[config.mk]
export PLATFORM = sky130hd
export DESIGN_NAME = nsp_ctrl
export DESIGN_NICKNAME = d
export VERILOG_FILES = /design/src/hdl/nsp_pkg.sv /design/src/hdl/nsp_ctrl.sv
export SDC_FILE = /design/constraint.sdc
export NUM_CORES = 1
export LEC_CHECK = 0
export ABC_AREA = 1
export BUFFER_PORTS_ARGS = -buffer_cell sky130_fd_sc_hd__buf_2
export CAP_MARGIN = 20
export CORE_MARGIN = 3
export CORE_UTILIZATION = 45
export CTS_CLUSTER_SIZE = 20
export DETAILED_ROUTE_END_ITERATION = 8
export PLACE_DENSITY = 0.72
export SYNTH_ARGS = -nofsm -noshare
export SYNTH_HDL_FRONTEND = slang
export SYNTH_SLANG_ARGS = --single-unit
[constraint.sdc]
create_clock -name clk_i -period 1.25 [get_ports clk_i]
set_clock_uncertainty 0.2 [all_clocks]
set_input_delay 0.125 -clock clk_i [delete_from_list [all_inputs] [get_ports clk_i]]
set_output_delay 0.125 -clock clk_i [all_outputs]
set_load 0.02 [all_outputs]
[src/hdl/nsp_pkg.sv]
// Package for the note sequence player: item types, op and event codes,
// controller commands. No dependencies.
`default_nettype none
package nsp_pkg;
  localparam int MaxNotes = 64;
  localparam int IdxW = 6;
  localparam int FracBits = 16;

  typedef enum logic [1:0] {
    OP_TICK = 2'd0,
    OP_WRITE = 2'd1,
    OP_COMMIT = 2'd2,
    OP_NONE = 2'd3
  } op_e;

  typedef enum logic [1:0] {
    EV_NONE = 2'd0,
    EV_ON = 2'd1,
    EV_OFF = 2'd2
  } gate_ev_e;

  typedef struct packed {
    logic [1:0]         op;
    logic signed [31:0] tick_time;
    logic [5:0]         entry_index;
    logic signed [31:0] note_start;
    logic signed [31:0] note_end;
    logic signed [31:0] note_value;
    logic signed [31:0] seq_offset;
    logic [30:0]        seq_length;
    logic               seq_repeat;
    logic [6:0]         note_count;
  } in_item_t;

  typedef struct packed {
    logic signed [31:0] out_value;
    logic [1:0]         gate_event;
  } out_item_t;

  typedef struct packed {
    logic load;
    logic write;
    logic commit;
    logic pre;
    logic pass;
    logic rd;
    logic walk;
    logic done;
  } nsp_cmd_t;

  typedef struct packed {
    logic is_tick;
    logic pass_loop;
    logic walk_more;
  } nsp_sts_t;
endpackage
`default_nettype wire

[src/hdl/nsp_ctrl.sv]
// Controller state machine of the note sequence player: sequences one item
// through load, pass, table walk and result. Depends on nsp_pkg.
`default_nettype none
module nsp_ctrl import nsp_pkg::*; (
  input  wire logic     clk_i,
  input  wire logic     rst_ni,
  input  wire logic     start_i,
  input  wire nsp_sts_t sts_i,
  output logic          busy_o,
  output logic          valid_o,
  output nsp_cmd_t      cmd_o
);
  typedef enum logic [6:0] {
    S_IDLE = 7'b0000001,
    S_EXEC = 7'b0000010,
    S_PRE  = 7'b0000100,
    S_PASS = 7'b0001000,
    S_RD   = 7'b0010000,
    S_WALK = 7'b0100000,
    S_DONE = 7'b1000000
  } state_e;

  state_e state_q, state_d;
  logic [1:0] pc_q, pc_d;
  logic valid_q;

  always_comb begin
    state_d = state_q;
    pc_d = pc_q;
    cmd_o = '0;
    busy_o = (state_q != S_IDLE);
    case (state_q)
      S_IDLE: if (start_i) begin cmd_o.load = 1'b1; state_d = S_EXEC; end
      S_EXEC: begin
        cmd_o.write = 1'b1; cmd_o.commit = 1'b1;
        state_d = sts_i.is_tick ? S_PRE : S_IDLE;
      end
      S_PRE: begin cmd_o.pre = 1'b1; pc_d = '0; state_d = S_PASS; end
      S_PASS: begin
        if (!sts_i.pass_loop && pc_q != 2'd0) begin
          cmd_o.pass = 1'b1; pc_d = 2'd2; state_d = S_RD;
        end else if (sts_i.walk_more || sts_i.pass_loop) begin
          cmd_o.pass = 1'b1; pc_d = pc_q + 2'd1;
        end else begin
          state_d = S_DONE;
        end
      end
      S_RD: begin
        cmd_o.rd = 1'b1;
        state_d = sts_i.walk_more ? S_WALK : S_DONE;
      end
      S_WALK: begin cmd_o.walk = 1'b1; state_d = S_RD; end
      S_DONE: begin cmd_o.done = 1'b1; state_d = S_IDLE; end
      default: state_d = S_IDLE;
    endcase
    if (state_q == S_IDLE && start_i) busy_o = 1'b0;
  end

  always_ff @(posedge clk_i or negedge rst_ni) begin
    if (!rst_ni) begin
      state_q <= S_IDLE; pc_q <= '0; valid_q <= 1'b0;
    end else begin
      state_q <= state_d; pc_q <= pc_d; valid_q <= cmd_o.done;
    end
  end

  assign valid_o = valid_q;
endmodule
`default_nettype wire

# [Word level (Yosys, flattened, before mapping)]
# Index checks and enable logic that the tools add are counted.
[word_totals] ff_bits=10 in_bits=6 output_inout_bits=10 elab_cells=43
[classes] addsub=1 n_eq_ne=11 muxes=20 reduce_logical=8
[ops] cell="7-bit one-hot mux with 6 select lines" count=1
[ops] cell="7-bit 2-to-1 mux" count=4
[ops] cell="1-bit 2-to-1 mux" count=10
[ops] cell="7-bit by 1-bit == test with 1-bit output, second input constant" count=1
[ops] cell="7-bit by 2-bit == test with 1-bit output, second input constant" count=1
[ops] cell="7-bit by 3-bit == test with 1-bit output, second input constant" count=1
[ops] cell="7-bit by 4-bit == test with 1-bit output, second input constant" count=1
[ops] cell="7-bit by 5-bit == test with 1-bit output, second input constant" count=1
[ops] cell="7-bit by 6-bit == test with 1-bit output, second input constant" count=1
[ops] cell="7-bit == test, second input constant" count=1
[ops] cell="7-bit by 1-bit inequality test with 1-bit output, second input constant" count=1
[ops] cell="2-bit 2-to-1 mux" count=3
[ops] cell="3-bit inequality test, second input constant" count=2
[ops] cell="2-bit one-hot mux with 2 select lines" count=1
[ops] cell="2-bit AND reduction" count=2
[ops] cell="2-bit nonzero test" count=2
[ops] cell="3-bit 2-to-1 mux" count=1
[ops] cell="2-bit by 1-bit adder with 2-bit output, second input constant" count=1
[ops] cell="1-bit logical AND" count=2
[ops] cell="2-bit inequality test, second input constant" count=1
[ops] cell="1-bit logical NOT" count=1
[ops] cell="1-bit logical OR" count=1

# [Depth between registers and ports, before layout]
# Gate-level depths: netlist of the first run.
[logic_depth] word_depth=4 mapped_depth=8 depth_no_buf=8

# [Worst setup path before layout of the first run]
# Ideal clock, no wire load.
[synth_timing] path_type="register to register" from="register state_q[2]" to="register valid_q (netlist: valid_o)" setup_ns=0.205 t_arrival_ns=1.350 required_time_ns=0.845 slack_ns=-0.505 path_stages_with_launch=4 n_path_buf=0 synth_period_minus_slack_ns=1.755 path_cell_list="dfrtp_1 -> nor2_2 -> nand2_2 -> nor4_1"
[synth_rtl] element="start: declaration" line="nsp_ctrl.sv:23" source="state_e state_q, state_d;"
[synth_rtl] element="start signal: assignment" line="nsp_ctrl.sv:63" source="state_q <= state_d; pc_q <= pc_d; valid_q <= cmd_o.done;"
[synth_rtl] element="end signal: assignment" line="nsp_ctrl.sv:63"
[synth_rtl] element="end: declaration" line="nsp_ctrl.sv:25" source="logic valid_q;"

==> qor.yml, run 1 <==
finish:
  area_delta_synth_final_pct: 82.4
  final_nets: 129
  antenna_cells: 0
  final_layout_size_suffix_gt1_share_pct: 69.4
  final_area_um2: 1150
synth:
  synthXorXnorAreaFrac_pct: 0
  syn_area_um2: 633
  synth_top_family_by_area: "simple AND/OR/NAND/NOR gates"
  synth.top_cell.area_share_pct: 35.6
  synth-seq-area-share_pct: 39.7
  yosys_register_bits: 10
  synth_compound_area_share_pct: 4.94
  syn_nets: 85
  synth_cell_type_count: 20
  synth.area.top_cells: "dfrtp_1 (36%), nand3_1 (7.1%), nand2_1 (7.1%)"
  synthMuxAreaShare_pct: 0
  yosys.area.top_type: "dfrtp_1"
  synthAdderAreaFrac_pct: 1.98
  syn_inst: 78
  synth_warnings: 0
  synthSimpleGateAreaFrac_pct: 43.3
  syn_avg_cell_area_um2: 8.12
clocking:
  cts_max_path_buffers: 2
  clk_pin_slew_worst_paths_ps: 70
  clk_latency_ps: 280
  numCtsBuffers: 3
  cts_sinks: 10
  htreeDepth: 1
  cts_tree: "built"
  root_buffer: "clkbuf_4"
power:
  p_sw_share_pct: 43.2
  internal_power_mw: 1.02
  switching_power_mw: 0.777
  p_leak_nw: 0.562
  combPwrFrac_pct: 58.2
  clkPwrFrac_pct: 17.2
  power.density_nw_per_um2: 1560
  ir_drop_uv: 1040
  p_seq_share_pct: 24.5
  total_power_mw: 1.80
timing:
  finalHoldViolCount: 0
  worstMarginPinSlew_ps: 253
  rsz0062_at_grt: "true"
  fmax_mhz: 547
  finalCriticalPeriod_ps: 1830
  slew_headroom_pct: 83.0
  finalSetupViolCount: 18
  slew_viol_final: 0
  fin_crit_sh_pct: 146
  setup_ws_ps: -577
route:
  vias: 777
  drc_errors: 0
  dr.pass1.iters: 4
  first_iter_violations: 9
  routed_wl_mm: 2.83
  postRouteAntennaNets: 0
  wire_per_inst_um: 21.0
  via_per_inst: 5.76
worst_setup_path:
  r2r-start: "state_q[0]"
  critPathCaptureType: "output port"
  slowest_delay_ps: 570
  critPathKind: "register to output port"
  cp_slowest_cell: "dfstp_2"
  worstSetupStartpointType: "register"
  crit_path_max_fanout: 3
  worstSetupStartpoint: "state_q[0]"
  rrSetupSlack_ps: -380
  critPathArrivalTime_ps: 1500
  cp.required_ps: 930
  crit_chain: "inv_2 -> nor2_2 -> nand2_1 -> nor2_2 -> inv_2 -> nor2_4 -> buf_6"
place:
  dpl.hpwl_mm: 1.19
  gp_congestion: 0.773
  post-place-ws_ps: -216
  portBuffers: 15
  dpl_cell_area_um2: 863
floorplanning:
  core_um2: 1220
  die_x_um: 43.5
  io_pins: 16
  initial_core_util_pct: 52.1
  die_h_um: 43.5
  rows: 12
  die-area_um2: 1890
run_status:
  violations: "negative setup slack"
  outcome: "finished, violations left"
global_routing:
  grt_max_degree: 11
  antenna_found_initial: 0
  grt_util_all_layers_pct: 28.0
  grt_first_pass_wirelength_mm: 3.73
  grt_overflow_total: 0
  grt_pass1_vias: 771
hold_path:
  hp-class: "input port to async pin"
job:
  maxCapViolCount: 0
Yosys cell counts, drive strengths merged:
cell type	number
nor2	19
o22ai	1
nor4	1
buf	1
nand2	15
nand3	10
nor3	2
dfrtp	9
ha	1
inv	15
o21ai	1
or2	1
a21oi	1
dfstp	1
layout by cell type (no fill, tap or decap):
master	n
o22ai_2	1
inv_2	10
dfstp_2	1
clkbuf_4	3
buf_6	9
dfrtp_1	8
nand2_1	10
nand3_1	4
nor2_2	3
nor2_4	9
nand2_4	2
nand2_2	3
buf_12	1
nand3_4	2
nor3_4	1
nor4_4	1
inv_4	1
clkbuf_8	1
dlygate4sd3_1	4
buf_4	19
inv_1	4
buf_2	7
nand3_2	4
or2_4	1
nor2_8	1
nor3_1	1
dfrtp_2	1
nor2_1	6
a21oi_2	1
o21ai_4	1
ha_4	1
through the flow:
step,hold slack (ps),setup TNS (ps),utilization (%),std cells
2_1_floorplan,-371,-1040,-,78
3_3_place_gp,-201,-1940,71.0,117
3_5_place_dp,-203,-2250,71.0,117
4_1_cts,16.8,-5140,92.1,134
5_1_grt,48.1,-7300,95.0,135
6_report,53.1,-6190,95.0,135
cell families (layout without fill, tap and decap cells):
family                     after synthesis  in the layout
and+or+nand+nor                         48             48
buffers and inverters                   16             59
AOI/OAI and AO/OA                        3              3
DFF                                     10             10
adders and majority gates                1              1
per-layer routing:
metal	vias to the layer above	global-route usage (%)	share of wire, %
met2	50	50.4	54
li1	328	-	-
met1	379	29.8	34
met4	0	13.9	6.4
met3	20	7.05	6.5
met5	-	0	0
worst paths after layout:
| kind | depth (start not counted) | endpoint |
|---|---|---|
| min in group clk_i | 4 | state_q[3] |
| min | 2 | state_q[5] |
| max in group asynchronous | 2 | state_q[0] |
| max reg2reg | 8 | pc_q[1] |
| min reg2reg | 2 | pc_q[0] |
| max | 7 | cmd_o[7] |
final cells by class:
type | count | area (um^2)
timing repair buffer | 40 | 339
multi-input combinational | 52 | 450
tap | 14 | 17.5
clock buffer | 4 | 36.3
fill | 35 | 61.3
sequential | 10 | 253
inverter | 15 | 58.8
what timing repair did:
item / 4_1_cts / 5_1_grt
resized for setup: 30 / 7
endpoints found under the setup margin: 17 / 19
endpoints found under the hold margin: 15 / 0
hold buffers: 4 / 0
pin swaps: 12 / 6
buffers inserted: 10 / 1
gates cloned: 0 / 0
power groups by stage:
stage          clock (mW)  combinational [mW]  sequential, mW
3_5_place_dp            0               0.671           0.442
5_1_grt             0.331                1.11           0.448
4_1_cts             0.310               0.905           0.439
2_1_floorplan           0               0.449           0.435
6_report            0.310                1.05           0.441
3_3_place_gp            0               0.654           0.437
state kept, by name, indices dropped and copies added, names as in the netlist:
name	count
valid_o	1
pc_q	2
state_q	7
critical path, delay by kind of cell (launching register included):
kind,cells,cell delay [ps]
flip-flops,1,570
AND/OR/NAND/NOR,4,400
buffers and inverters,3,260
No activity file was read; power rests on OpenSTA's default activity.
==> inputs of run 2 (changes only) <==
==> constraint.sdc (replaced) <==
create_clock -name clk_i -period 1.25 [get_ports clk_i]
set_clock_uncertainty 0.2 [all_clocks]
set_input_delay 0.125 -clock clk_i [delete_from_list [all_inputs] [get_ports clk_i]]
set_output_delay 0.125 -clock clk_i [all_outputs]
set_load 0.005 [all_outputs]
==> qor.yml, run 2 (synthesized netlist as in run 1, its figures left out) <==
run_status:
  outcome: "finished, violations left"
  violations: "negative setup slack"
worst_setup_path:
  critPathKind: "register to output port"
  cp.required_ps: 930
  crit_chain: "inv_2 -> nor2_1 -> nand2_1 -> nor2_4 -> inv_2 -> nor2_1 -> buf_2"
  critPathCaptureType: "output port"
  worstSetupStartpointType: "register"
  cp_slowest_cell: "dfstp_2"
  slowest_delay_ps: 570
  critPathArrivalTime_ps: 1450
  crit_path_max_fanout: 3
timing:
  fin_crit_sh_pct: 142
  setup_ws_ps: -529
  finalHoldViolCount: 0
  fin_tns_setup_ps: -5890
  slew_viol_final: 0
  rsz0062_at_grt: "true"
  slew_headroom_pct: 84.2
  worstMarginPinSlew_ps: 236
  finalSetupViolCount: 18
  fmax_mhz: 562
  finalCriticalPeriod_ps: 1780
floorplanning:
  die_h_um: 43.5
  initial_core_util_pct: 52.1
  core_um2: 1220
  die_x_um: 43.5
  die-area_um2: 1890
  rows: 12
  io_pins: 16
global_routing:
  grt_util_all_layers_pct: 19.8
  antenna_found_initial: 0
  grt_first_pass_wirelength_mm: 2.85
  grt_pass1_vias: 676
  grt_max_degree: 11
  grt_overflow_total: 0
route:
  wire_per_inst_um: 15.6
  routed_wl_mm: 2.10
  vias: 728
  via_per_inst: 5.39
  dr.pass1.iters: 4
  first_iter_violations: 34
  drc_errors: 0
  postRouteAntennaNets: 0
clocking:
  cts_tree: "built"
  cts_max_path_buffers: 2
  root_buffer: "clkbuf_4"
  htreeDepth: 1
  clk_pin_slew_worst_paths_ps: 70
  clk_latency_ps: 270
  cts_sinks: 10
  numCtsBuffers: 3
place:
  dpl_cell_area_um2: 806
  gp_congestion: 0.788
  dpl.hpwl_mm: 1.06
  portBuffers: 15
  placed_cells: 115
finish:
  largest_register_ffs: 7
  antenna_cells: 0
  final_area_um2: 1050
  top_register: "state_q"
  most-common-layout-cells: "buf_4 (15), buf_2 (14), nand2_1 (10), inv_2 (9), dfrtp_1 (9)"
  fin_util_pct: 86.7
  final_layout_size_suffix_gt1_share_pct: 62.8
  final_nets: 129
  area_delta_synth_final_pct: 66.6
  fin_cells: 135
  layout_commonest_cell: "buf_4"
hold_path:
  hp-class: "input port to register"
power:
  ir_drop_uv: 1010
  p_leak_nw: 0.542
  power.density_nw_per_um2: 1560
job:
  maxCapViolCount: 0
## run 2: worst paths after layout
kind / start / endpoint / slack (ps) / depth (start not counted)
max reg2reg: state_q[0] / state_q[0] / -480 / 10
min reg2reg: pc_q[1] / pc_q[1] / 330 / 2
min: sts_i[1] / state_q[4] / 30 / 4
max: state_q[0] / cmd_o[7] / -530 / 7
min in group asynchronous: rst_ni / pc_q[1] / 60 / 2
max in group asynchronous: rst_ni / state_q[0] / 530 / 2
## run 2: area by class of cell
cell class / count / area, um^2
sequential: 10 / 251
inverter: 15 / 58.8
multi-input combinational: 52 / 399
timing repair buffer: 40 / 302
tap: 14 / 17.5
fill: 68 / 161
clock buffer: 4 / 26.3
## run 2: metrics by stage
stage	hold slack (ps)	power, mW	worst slack (ps)
after floorplan	-371	0.788	-73.6
after global placement	-204	0.992	-150
after detailed placement	-200	1.01	-168
after CTS	14.0	1.47	-447
after global routing	58.4	1.73	-589
final	27.1	1.64	-529
## run 2: critical path, delay by kind of cell (launching register included)
kind	cells	cell delay, ps
and+or+nand+nor	4	420
DFF	1	570
buffers and inverters	3	200
## run 2: per-layer routing
metal | vias to the layer above | routed length, um | global-route usage, %
met1 | 355 | 794 | 23.4
met4 | 0 | 82 | 9.64
li1 | 328 | - | -
met2 | 33 | 1100 | 33.9
met5 | - | 0 | 0
met3 | 12 | 121 | 4.15
## run 2: power breakdown
part / total [mW] / internal, mW / switching (mW) / leakage [nW]
registers: 0.439 / 0.385 / 0.0533 / 0.134
clock network: 0.246 / 0.124 / 0.122 / 0.0150
logic: 0.956 / 0.478 / 0.478 / 0.393
## run 2: timing repair
item | in CTS | in global routing
pin swaps | 9 | 7
hold buffers | 4 | 0
endpoints found under the setup margin | 18 | 19
resized for setup | 12 | 10
hold endpoints to repair | 15 | 0
buffers inserted | 6 | 6
